--- src/rtl/fcs_pkg.sv ---
// Shared types, command codes and constants of the flash command sequencer.
package fcs_pkg;

  localparam int SECTOR_BYTES = 16384;   // power of two, 4096..65536
  localparam int FLASH_BYTES  = 131072;

  localparam int PAGE_W  = 5;
  localparam int OFFS_W  = 12;
  localparam int BYTE_W  = 8;
  localparam int ADDR_W  = PAGE_W + OFFS_W;
  localparam int ELEN_W  = 18;
  localparam int CMP_W   = 11;
  localparam int ACT_W   = 2;
  localparam int IN_W    = 32;
  localparam int OUT_W   = 48;
  localparam int IN_PAD  = IN_W - (PAGE_W + OFFS_W + BYTE_W);
  localparam int OUT_PAD = OUT_W - (ACT_W + ADDR_W + BYTE_W + ELEN_W);

  localparam logic [CMP_W-1:0]  ADDR_UNLOCK1 = CMP_W'(12'h555);
  localparam logic [CMP_W-1:0]  ADDR_UNLOCK2 = CMP_W'(12'h2AA);
  localparam logic [BYTE_W-1:0] CMD_UNLOCK1  = 8'hAA;
  localparam logic [BYTE_W-1:0] CMD_UNLOCK2  = 8'h55;
  localparam logic [BYTE_W-1:0] CMD_PROGRAM  = 8'hA0;
  localparam logic [BYTE_W-1:0] CMD_ERASE    = 8'h80;
  localparam logic [BYTE_W-1:0] CMD_CHIP     = 8'h10;
  localparam logic [BYTE_W-1:0] CMD_SECTOR   = 8'h30;
  localparam logic [BYTE_W-1:0] CMD_RESET    = 8'h0F;

  localparam logic [ADDR_W-1:0] SECTOR_MASK = ADDR_W'(SECTOR_BYTES - 1);
  localparam logic [ELEN_W-1:0] SECTOR_LEN  = ELEN_W'(SECTOR_BYTES);
  localparam logic [ELEN_W-1:0] FLASH_LEN   = ELEN_W'(FLASH_BYTES);

  typedef enum logic [ACT_W-1:0] {
    ACT_NONE    = 2'd0,
    ACT_PROGRAM = 2'd1,
    ACT_SECTOR  = 2'd2,
    ACT_CHIP    = 2'd3
  } fcs_action_t;

  typedef enum logic [6:0] {
    PH_IDLE       = 7'b0000001,
    PH_SAW_AA     = 7'b0000010,
    PH_UNLOCKED   = 7'b0000100,
    PH_ERASE_SET  = 7'b0001000,
    PH_ERASE_AA   = 7'b0010000,
    PH_ERASE_UNLK = 7'b0100000,
    PH_PROG_ARMED = 7'b1000000
  } fcs_phase_t;

  // Packed so that the last field (page_number) sits in the low bits of tdata.
  typedef struct packed {
    logic [IN_PAD-1:0] pad;
    logic [BYTE_W-1:0] data_byte;
    logic [OFFS_W-1:0] offset;
    logic [PAGE_W-1:0] page_number;
  } fcs_item_t;

  typedef struct packed {
    logic [OUT_PAD-1:0] pad;
    logic [ELEN_W-1:0]  erase_length;
    logic [BYTE_W-1:0]  program_data;
    logic [ADDR_W-1:0]  target_address;
    fcs_action_t        action;
  } fcs_result_t;

endpackage

--- src/rtl/fcs_decode.sv ---
// Command decode: next sequencer phase and the memory action for one write.
module fcs_decode
  import fcs_pkg::*;
(
  input  fcs_phase_t  phase,
  input  fcs_item_t   item,
  output fcs_phase_t  phase_nxt,
  output fcs_result_t result
);

  logic [CMP_W-1:0]  low;
  logic [ADDR_W-1:0] byte_addr;
  logic              at_u1;
  logic              at_u2;

  assign low       = item.offset[CMP_W-1:0];
  assign byte_addr = {item.page_number, item.offset};
  assign at_u1     = (low == ADDR_UNLOCK1);
  assign at_u2     = (low == ADDR_UNLOCK2);

  always_comb begin
    fcs_phase_t ph;
    ph     = phase;
    result = '0;
    unique case (phase)
      PH_IDLE: begin
        if (at_u1 && item.data_byte == CMD_UNLOCK1) ph = PH_SAW_AA;
      end
      PH_SAW_AA: begin
        if (at_u2 && item.data_byte == CMD_UNLOCK2) ph = PH_UNLOCKED;
      end
      PH_UNLOCKED: begin
        if (at_u1) begin
          if (item.data_byte == CMD_PROGRAM)    ph = PH_PROG_ARMED;
          else if (item.data_byte == CMD_ERASE) ph = PH_ERASE_SET;
          else                                  ph = PH_IDLE;
        end
      end
      PH_ERASE_SET: begin
        if (at_u1 && item.data_byte == CMD_UNLOCK1) ph = PH_ERASE_AA;
      end
      PH_ERASE_AA: begin
        if (at_u2 && item.data_byte == CMD_UNLOCK2) ph = PH_ERASE_UNLK;
      end
      PH_ERASE_UNLK: begin
        if (at_u1 && item.data_byte == CMD_CHIP) begin
          result.action       = ACT_CHIP;
          result.erase_length = FLASH_LEN;
          ph                  = PH_IDLE;
        end else if (item.data_byte == CMD_SECTOR) begin
          result.action         = ACT_SECTOR;
          result.target_address = byte_addr & ~SECTOR_MASK;
          result.erase_length   = SECTOR_LEN;
          ph                    = PH_IDLE;
        end
      end
      PH_PROG_ARMED: begin
        result.action         = ACT_PROGRAM;
        result.target_address = byte_addr;
        result.program_data   = item.data_byte;
        ph                    = PH_IDLE;
      end
      default: begin
        ph = PH_IDLE;
      end
    endcase
    // Reset aborts a sequence, an armed program excepted; idle ignores it.
    if (phase != PH_IDLE && item.data_byte == CMD_RESET) ph = PH_IDLE;
    phase_nxt = ph;
  end

endmodule

--- src/rtl/flash_command_sequencer_core.sv ---
// Top level of the flash command sequencer: stream ports, pipeline and phase register.
//
// Usage:
//   Each bus write to the flash window enters on the in_ stream as one item
//   (page, offset, data). The block tracks the standard two-write unlock
//   sequence and returns exactly one item per write on the out_ stream,
//   naming the memory action: none, program a byte, sector erase or chip
//   erase, with the target address, program byte and erase length.
//   Path: an accepted write waits in the input register and moves into the result
//   register when that register is free or drains; out_ presents it from there.
//   Throughput: one item per cycle while out_tready stays high, set by the
//   combinational phase update between the input register and the result register.
//   Reset (rst_n low, synchronous): both stages empty, phase returns to idle.
//   Stall: while out_tready is low the result register holds its item; the
//   input register takes one more write if empty, then in_tready drops until
//   the result moves on. Nothing is lost or repeated.
module flash_command_sequencer_core
  import fcs_pkg::*;
(
  input  logic             clk,
  input  logic             rst_n,
  input  logic             in_tvalid,
  output logic             in_tready,
  input  logic [IN_W-1:0]  in_tdata,   // page_number[4:0], offset[16:5], data_byte[24:17]
  output logic             out_tvalid,
  input  logic             out_tready,
  output logic [OUT_W-1:0] out_tdata   // action[1:0], target_address[18:2],
                                       // program_data[26:19], erase_length[44:27]
);

  fcs_item_t   item_r;
  logic        item_vld_r;
  fcs_result_t res_r;
  logic        res_vld_r;
  fcs_phase_t  phase_r;
  fcs_phase_t  phase_nxt;
  fcs_result_t res_nxt;
  logic        advance;

  // Move the input stage forward when the result register is free or drains.
  assign advance   = !res_vld_r || out_tready;
  assign in_tready = !item_vld_r || advance;

  fcs_decode u_decode (
    .phase     (phase_r),
    .item      (item_r),
    .phase_nxt (phase_nxt),
    .result    (res_nxt)
  );

  // Control: stage valids and sequencer phase.
  always_ff @(posedge clk) begin
    if (!rst_n) begin
      item_vld_r <= 1'b0;
      res_vld_r  <= 1'b0;
      phase_r    <= PH_IDLE;
    end else begin
      if (in_tready) item_vld_r <= in_tvalid;
      if (advance) begin
        res_vld_r <= item_vld_r;
        // Commit the phase only when its item leaves for the result stage.
        if (item_vld_r) phase_r <= phase_nxt;
      end
    end
  end

  // Payload: no reset needed.
  always_ff @(posedge clk) begin
    if (in_tready && in_tvalid) item_r <= fcs_item_t'(in_tdata);
    if (advance && item_vld_r)  res_r  <= res_nxt;
  end

  assign out_tvalid = res_vld_r;
  assign out_tdata  = res_r;

endmodule

--- config.mk ---
export PLATFORM = sky130hd
export DESIGN_NAME = flash_command_sequencer_core
export DESIGN_NICKNAME = d
export VERILOG_FILES = /design/src/rtl/fcs_pkg.sv /design/src/rtl/fcs_decode.sv /design/src/rtl/flash_command_sequencer_core.sv
export SDC_FILE = /design/constraint.sdc
export NUM_CORES = 1
export LEC_CHECK = 0
export BUFFER_PORTS_ARGS = -buffer_cell sky130_fd_sc_hd__buf_4
export CAP_MARGIN = 5
export CORE_MARGIN = 2
export CORE_UTILIZATION = 55
export CTS_CLUSTER_DIAMETER = 80
export DETAILED_ROUTE_END_ITERATION = 6
export GPL_TIMING_DRIVEN = 1
export HOLD_SLACK_MARGIN = 0.15
export PLACE_DENSITY = 0.94
export SLEW_MARGIN = 20
export SYNTH_ARGS = -nofsm -noshare
export SYNTH_HDL_FRONTEND = slang
export SYNTH_SLANG_ARGS = --single-unit
--- constraint.sdc ---
create_clock -name clk -period 4.4 [get_ports clk]
set_input_delay 0 -clock clk [delete_from_list [all_inputs] [get_ports clk]]
set_output_delay 0 -clock clk [all_outputs]
set_load 0.005 [all_outputs]
### Word-level counts from Yosys, hierarchy flattened

Index checks and enable logic that the tools add are counted.

| word-level totals | value |
|---|---|
| output and inout bits | 50 |
| input bits | 36 |
| word-level logic and storage cells | 64 |
| register bits after elaboration | 79 |

| operators by class | value |
|---|---|
| reductions and logical operators | 12 |
| mux-type cells | 17 |
| bitwise logic cells | 1 |
| eq/ne operators | 23 |

Operators by type and width:

| kind | number |
|---|---|
| $mux W7 | 9 |
| $pmux W7 S6 | 1 |
| $pmux W19 S2 | 1 |
| $eq A8 B8 Y1 const B | 3 |
| $mux W19 | 1 |
| $mux W18 | 1 |
| $mux W17 | 1 |
| $mux W15 | 1 |
| $ne A3 B1 Y1 const B | 5 |
| $eq A11 B10 Y1 const B | 1 |
| $eq A11 B11 Y1 const B | 1 |
| $eq A8 B4 Y1 const B | 1 |
| $eq A8 B5 Y1 const B | 1 |
| $eq A8 B6 Y1 const B | 1 |
| $eq A8 B7 Y1 const B | 1 |
| $reduce_and A8 Y1 | 1 |
| $eq A7 B1 Y1 const B | 1 |
| $eq A7 B2 Y1 const B | 1 |
| $eq A7 B3 Y1 const B | 1 |
| $eq A7 B4 Y1 const B | 1 |
| $eq A7 B5 Y1 const B | 1 |
| $eq A7 B6 Y1 const B | 1 |
| $eq A7 B7 Y1 const B | 1 |
| $ne A7 B1 Y1 const B | 1 |
| other kinds (8) | 15 |

### Longest topological paths before layout

Gate-level depths: netlist of the first run.

| logic depth | value |
|---|---|
| depth after elaboration | 6 |
| depth in mapped cells | 7 |
| depth with buffers taken out | 6 |

### By module

From an unflattened synthesis of the first run, not the netlist that was laid out.

| unflattened totals | value |
|---|---|
| cell total of the unflattened synthesis | 246 |
| area, all modules | 3604.7 µm² |

By module, submodules not included:

| module | sequential area each (µm²) | area each (µm²) | instances | cells each |
|---|---|---|---|---|
| flash_command_sequencer_core | 2582.5 | 2778.9 | 1 | 119 |
| fcs_decode | 0.0 | 825.8 | 1 | 127 |

### Least setup slack after synthesis of the first run

OpenSTA, ideal clock, no wires.

| path | value |
|---|---|
| kind | register -> register |
| from | reg item_r[6] (netlist name) |
| to | reg phase_r[0] |
| cell stages (with the launch flop) | 7 |
| period minus slack after synthesis | 2300 ps |
| path buffers | 0 |
| data required time | 4278 ps |
| setup time | 122 ps |
| arrival time | 2178 ps |
| slack | 2100 ps |
| path through | edfxtp_1 > or4b_1 > or4_4 > a21bo_1 > a31oi_4 > nand4_4 > mux2i_1 |

| on the way | value |
|---|---|
| word-level cells in the longest chain between the ends | 5 |
| elaborated cells on any way between the ends | 15 |
| those cells by class | 8 x eq/ne; 3 x mux; 4 x reduce/logical |

Ends and longest elaborated chain:

| element | line | text |
|---|---|---|
| start: declaration | flash_command_sequencer_core.sv:31 | `fcs_item_t item_r;` |
| start signal: assignment | flash_command_sequencer_core.sv:69 | `if (in_tready && in_tvalid) item_r <= fcs_item_t'(in_tdata);` |
| $eq A11 B11 Y1 | fcs_decode.sv:18 | `assign at_u1 = (low == ADDR_UNLOCK1);` |
| $logic_and A1 B1 Y1 | fcs_decode.sv:46 | `if (at_u1 && item.data_byte == CMD_CHIP) begin` |
| $mux W7 | fcs_decode.sv:46 |  |
| $pmux W7 S6 | fcs_decode.sv:25 | `unique case (phase)` |
| $mux W7 | fcs_decode.sv:68 | `if (phase != PH_IDLE && item.data_byte == CMD_RESET) ph = PH_IDLE;` |
| end signal: assignment | flash_command_sequencer_core.sv:62 | `if (item_vld_r) phase_r <= phase_nxt;` |
| end: declaration | flash_command_sequencer_core.sv:35 | `fcs_phase_t phase_r;` |

Parallel ways exist; a longest one is shown, timed or not.
A chain may end at the register's enable or synchronous reset.

### Final worst setup path of the first run

| path | value |
|---|---|
| from | reg item_r[21] (netlist name) |
| to | reg phase_r[1] |

| on the way | value |
|---|---|
| word-level cells in the longest chain between the ends | 5 |
| elaborated cells on any way between the ends | 22 |
| those cells by class | 12 x eq/ne; 5 x mux; 5 x reduce/logical |

Ends and longest elaborated chain:

| element | line |
|---|---|
| $eq A8 B8 Y1 / $eq A8 B5 Y1 (equally long branches) | fcs_decode.sv:34, fcs_decode.sv:46 |
| $mux W7 / $logic_and A1 B1 Y1 (equally long branches) | fcs_decode.sv:34, fcs_decode.sv:46 |
| $mux W7, on equally long branches | fcs_decode.sv:33, fcs_decode.sv:46 |
| $pmux W7 S6 | fcs_decode.sv:25 |
| $mux W7 | fcs_decode.sv:68 |

Parallel ways exist; a longest one is shown, timed or not. The select of a mux whose other input is x is not followed.

==> impl_metrics.env, run 1 <==
export IMPL_endpoint_kind="flop"
export IMPL_place_hpwl_um=3494
export IMPL_synth_area_per_cell_um2=13.92
export IMPL_numClockSinks=63
export IMPL_top_layer_used="met4"
export IMPL_drt_pass1_iterations=5
export IMPL_ys_flop_type="edfxtp_1"
export IMPL_holdCritPathClass="in2reg"
export IMPL_grt_start_max_net_pins=30
export IMPL_cp_arrival_ns=2.86
export IMPL_p_seq_share_pct=57.6
export IMPL_power_frac_comb_pct=7.1
export IMPL_synth_seq_cells=63
export IMPL_synth_top_area_share_pct=57.68
export IMPL_switching_share_pct=22.92
export IMPL_hold_viol_final=0
export IMPL_cts_resized=0
export IMPL_setup_tns_ns=0
export IMPL_port_buffers=59
export IMPL_synthArstFlopShare_pct=0
export IMPL_start_util_pct=56.12
export IMPL_antenna_cells=0
export IMPL_drt_met1_wl_um=2297
export IMPL_final_util_pct=72.48
export IMPL_fin_skew_ns=0.01124
export IMPL_grt_pass1_wl_um=9094
export IMPL_synth_edff_count=54
export IMPL_wl_um=6065
export IMPL_globalRouteOverflowTotal=0
export IMPL_setup_violations=0
export IMPL_crit_required_ns=4.62
export IMPL_rsz0062_at_grt="false"
export IMPL_leakagePower_nw=1.464
export IMPL_final_antenna_net_count=0
export IMPL_critical_path_class="reg2reg"
export IMPL_crit_fanout=7
export IMPL_wl_per_cell_um=16.48
export IMPL_clk_latency_ns=0.35
export IMPL_p_clk_share_pct=35.3
export IMPL_clockBufferDepth=2
export IMPL_wl_met3_um=478
export IMPL_vias=1929
export IMPL_yosysSeqAreaShare_pct=64.09
export IMPL_p_int_mw=0.9242
export IMPL_drive_gt1_share_pct=28.52
export IMPL_syn_area_mm2=0.002811
export IMPL_status="finished, final reports clean"
export IMPL_drt_initial_drc_count=180
export IMPL_final_cells=368
export IMPL_dpl_cell_count=323
export IMPL_place_area_mm2=0.003176
export IMPL_fp_dieArea_mm2=0.005700
export IMPL_syn_inst=202
export IMPL_irDropWorstVdd_mv=0.2736
export IMPL_clkTransAtPathRegs_ns=0.06
export IMPL_critical_path_startpoint_type="flop"
export IMPL_die_height_um=75.50
export IMPL_viasPerCell=5.242
export IMPL_ctsRootBufferMaster="clkbuf_8"
export IMPL_design_area_mm2=0.003631
export IMPL_post_route_period_util_pct=59.97
export IMPL_fin_hold_ws_ns=0.3738
export IMPL_p_per_area_mw_per_mm2=330.2
export IMPL_cts_htree_levels=3
export IMPL_area_delta_synth_final_pct=29.15
export IMPL_die_width_um=75.50
export IMPL_fillerInstances=317
export IMPL_post_route_drc_count=0
export IMPL_yosysWarnings=0
export IMPL_antenna_found_initial=0
export IMPL_worst_pin_slew_ns=1.055
export IMPL_min_period_ns=2.639
export IMPL_grt_pass1_vias=1880
export IMPL_ios=86
export IMPL_globalRouteTotalUtil_pct=22.76
export IMPL_synth_distinct_cells=46
export IMPL_cts_tree="yes"
export IMPL_cap_violations=0
export IMPL_final_max_slew_viol_count=0
export IMPL_maxSlewHeadroom_pct=29.67
export IMPL_numCtsBuffers=9
export IMPL_gp_congestion=0.8891
export IMPL_placementRows=26
export IMPL_synth_top_cell_by_area="edfxtp_1"
export IMPL_core_area_mm2=0.005010
export IMPL_fmaxAchievable_mhz=379.0
export IMPL_p_sw_mw=0.2748
export IMPL_synthTopCellsByArea="edfxtp_1 (58%), dfxtp_1 (6.4%), buf_4 (5.1%)"
export IMPL_wl_met2_um=3031
export IMPL_fin_nets=329
placed cells by master (no fill, tap or decap), types with 7 or more instances in the layout:
cell type and n:
clkbuf_8 9, dfxtp_1 9, and2_1 22, dlygate4sd3_1 29, conb_1 19, nand2_1 17
buf_4 59, mux2i_1 7, edfxtp_1 54
kinds of logic after synthesis:
kind of cell	after synthesis	synth area share, %
simple gates	86	19.98
compound gates	14	3.961
mux	7	2.492
other cells	1	0.1334
buf+inv	29	8.723
xor+xnor	2	0.6232
flops	63	64.09
power groups by stage:
stage	Sequential, mW	Combinational [mW]	Clock, mW
final	0.691	0.0848	0.423
after global routing	0.692	0.0918	0.457
after floorplan	0.696	0.0352	0
after detailed placement	0.701	0.0614	0
after CTS	0.688	0.0824	0.427
after global placement	0.699	0.0600	0
timing repair:
item                                   4_1_cts  5_1_grt
hold buffers                                29        0
endpoints found under the hold margin       34        0
buffers inserted                             0        0
metal layers:
metal / global-route usage [%] / up-vias
met5: 0 / -
met4: 15.20 / 0
met3: 5.159 / 29
met2: 38.45 / 118
met1: 25.78 / 896
li1: - / 886
registers in the layout (all words and copies together) (netlist names):
signal / count
out_tdata: 29
out_tvalid: 1
item_r: 25
item_vld_r: 1
phase_r: 7
metrics by stage:
stage	setup WS (ns)	power, mW
after floorplan	2.100	0.7316
after global placement	1.966	0.7588
after detailed placement	1.904	0.7627
after CTS	1.873	1.198
after global routing	1.657	1.240
final	1.761	1.199
layout make-up:
cell class	count	area, um^2	area share, %
sequential	63	1802	49.62
multi-input combinational	128	832.0	22.92
timing repair buffer	88	733.2	20.19
clock buffer	10	127.6	3.515
tap	70	87.58	2.412
clock inverter	6	37.54	1.034
inverter	3	11.26	0.3101
synthesized netlist by cell type (4+ instances only):
| cell | instances |
|---|---|
| o21ai_0 | 4 |
| mux2i_1 | 7 |
| nor4_1 | 4 |
| edfxtp_1 | 54 |
| nand2_1 | 17 |
| buf_4 | 19 |
| nor3_1 | 4 |
| and2_1 | 22 |
| dfxtp_1 | 9 |
| nor2b_1 | 4 |
| nor2_1 | 4 |
critical path: stages (launching register included):
cell      delay (ns)
edfxtp_1        0.45
or3_1           0.44
nor4_2          0.37
nor4b_1         0.18
o41ai_1         0.59
nand4_4         0.31
mux2i_1         0.19
final timing paths:
| check | from | to | slack (ns) | cells after the start |
|---|---|---|---|---|
| max reg2reg | item_r[21] | phase_r[1] | 1.76 | 6 |
| min | in_tdata[8] | item_r[8] | 0.37 | 2 |
| min reg2reg | phase_r[5] | phase_r[5] | 0.51 | 2 |
| max | item_r[21] | phase_r[1] | 1.76 | 6 |
No activity file was read; power rests on OpenSTA's default activity.
==> inputs of run 2 (changes only) <==
- CORE_UTILIZATION: 55 -> 46
- PLACE_DENSITY: 0.94 -> 0.85
- clock period: 4.4 -> 2.2 ns (I/O delays scaled with it)
==> run 2 against run 1 <==
Against the previous run: the run now ends with negative setup slack left; via count increased by 4.1%; routed wire length about the same; non-clock buffer count increased by 24; sequential power increased by 98%; count of clock-buffer cells in the layout unchanged; fmax increased by 17%; combinational power increased by 140%; largest cell class unchanged; register-to-register slack got worse by 1.8 ns; clock skew decreased by 0.0027 ns; critical path type unchanged.
==> impl_metrics.env, run 2 (synthesis gave the netlist of run 1 again) <==
export IMPL_design_area_mm2=0.003938
export IMPL_maxSlewHeadroom_pct=55.97
export IMPL_switching_share_pct=21.47
export IMPL_critical_path_cell_chain="or4b_1 > or4_4 > buf_4 > o41ai_2 > buf_4 > nand4_4 > mux2i_1"
export IMPL_drt_initial_drc_count=190
export IMPL_crit_buf_inv=2
export IMPL_endpoint_kind="flop"
export IMPL_fillerInstances=411
export IMPL_wl_um=6068
export IMPL_clk_latency_ns=0.34
export IMPL_numCtsBuffers=9
export IMPL_grt_pass1_wl_um=9149
export IMPL_p_clk_share_pct=37.7
export IMPL_final_antenna_net_count=0
export IMPL_placementRows=28
export IMPL_clockBufferDepth=2
export IMPL_max_stage_delay_ns=0.52
export IMPL_holdCritPathClass="in2reg"
export IMPL_layout_common_cells="buf_4 (83), edfxtp_1 (54), dlygate4sd3_1 (29), and2_1 (22), conb_1 (19)"
export IMPL_fin_hold_ws_ns=0.3783
export IMPL_die_width_um=82.18
export IMPL_critical_path_startpoint_type="flop"
export IMPL_min_period_ns=2.261
export IMPL_fin_nets=353
export IMPL_port_buffers=59
export IMPL_gp_congestion=0.7959
export IMPL_violations="negative setup slack"
export IMPL_critical_path_class="reg2reg"
export IMPL_fp_dieArea_mm2=0.006754
export IMPL_fmaxAchievable_mhz=442.3
export IMPL_status="finished, violations left"
export IMPL_drive_gt1_share_pct=36.96
export IMPL_r2r_start="item_r[8]"
export IMPL_p_seq_share_pct=54.4
export IMPL_final_cells=397
export IMPL_p_int_mw=1.984
export IMPL_p_sw_mw=0.5425
export IMPL_clkTransAtPathRegs_ns=0.07
export IMPL_cp_arrival_ns=2.48
export IMPL_irDropWorstVdd_mv=0.4234
export IMPL_final_util_pct=66.50
export IMPL_place_area_mm2=0.003309
export IMPL_grt_pass1_vias=1924
export IMPL_cts_htree_levels=3
export IMPL_final_common_cell="buf_4"
export IMPL_pre_cts_slack_ns=-0.1217
export IMPL_die_height_um=82.18
export IMPL_grt_start_max_net_pins=30
export IMPL_rsz0062_at_grt="true"
export IMPL_dpl_cell_count=345
export IMPL_p_per_area_mw_per_mm2=641.7
export IMPL_largest_reg_flops=29
export IMPL_cp_top_family="simple AND/OR/NAND/NOR gates"
export IMPL_worst_pin_slew_ns=0.6600
export IMPL_fin_ws_ns=-0.06096
export IMPL_numClockSinks=63
export IMPL_ctsRootBufferMaster="clkbuf_8"
export IMPL_leakagePower_nw=1.621
export IMPL_post_route_period_util_pct=102.8
export IMPL_start_util_pct=47.49
export IMPL_final_max_slew_viol_count=0
export IMPL_reg2reg_slack_ns=-0.06
export IMPL_area_delta_synth_final_pct=40.05
export IMPL_antenna_cells=0
export IMPL_fin_skew_ns=0.008526
export IMPL_crit_fanout=7
export IMPL_cap_violations=0
export IMPL_antenna_found_initial=0
export IMPL_power_mw=2.527
export IMPL_hp_start="in_tdata[1]"
export IMPL_core_area_mm2=0.005921
export IMPL_cp_common_cell="buf_4"
export IMPL_viasPerCell=5.058
export IMPL_setup_worst_path_start="item_r[8]"
export IMPL_vias=2008
export IMPL_post_route_drc_count=0
export IMPL_setup_tns_ns=-0.3998
export IMPL_globalRouteOverflowTotal=0
export IMPL_globalRouteTotalUtil_pct=18.95
export IMPL_ios=86
export IMPL_cts_tree="yes"
export IMPL_power_frac_comb_pct=8.0
export IMPL_crit_slowest_cell="or4b_1"
export IMPL_hold_viol_final=0
export IMPL_wl_per_cell_um=15.28
export IMPL_place_hpwl_um=3819
export IMPL_crit_required_ns=2.42
export IMPL_setup_violations=7
export IMPL_drt_pass1_iterations=5
run 2: final timing paths:
path,endpoint,cells after the start
max,phase_r[1],7
min,item_r[1],2
max reg2reg,phase_r[1],7
min reg2reg,phase_r[5],2
run 2: cell type report:
| cell class | instances | area (um^2) | share of cell area, % |
|---|---|---|---|
| clock buffers | 10 | 127.6 | 3.241 |
| clock inverters | 6 | 61.31 | 1.557 |
| inverters | 3 | 11.26 | 0.2860 |
| multi-input cells | 128 | 928.4 | 23.58 |
| flip-flops and latches | 63 | 1802 | 45.76 |
| well taps | 75 | 93.84 | 2.383 |
| repair buffers | 112 | 913.4 | 23.20 |
run 2: what timing repair did:
item,4_1_cts,5_1_grt
hold buffers,29,0
setup endpoints to repair,9,9
resized for setup,8,7
hold endpoints to repair,34,0
pin swaps,5,7
buffers inserted,6,1
run 2: worst reg2reg max path, stage by stage, from the launching register on:
cell and delay [ns]:
edfxtp_1 0.40, or4b_1 0.52, or4_4 0.44, buf_4 0.17
o41ai_2 0.05, buf_4 0.18, nand4_4 0.20, mux2i_1 0.18
run 2: power by group through the flow:
| stage | combinational, mW | clock [mW] | sequential, mW |
|---|---|---|---|
| after global placement | 0.143 | 0 | 1.39 |
| after detailed placement | 0.146 | 0 | 1.40 |
| after floorplan | 0.0705 | 0 | 1.39 |
| after global routing | 0.219 | 1.03 | 1.38 |
| final | 0.201 | 0.952 | 1.37 |
| after CTS | 0.193 | 0.972 | 1.37 |
run 2: layer usage:
layer | wire length [um] | GRT usage [%] | vias to the layer above
li1 | - | - | 931
met5 | 0 | 0 | -
met1 | 2408 | 22.66 | 948
met4 | 176 | 9.833 | 0
met3 | 417 | 5.326 | 20
met2 | 3065 | 31.13 | 109
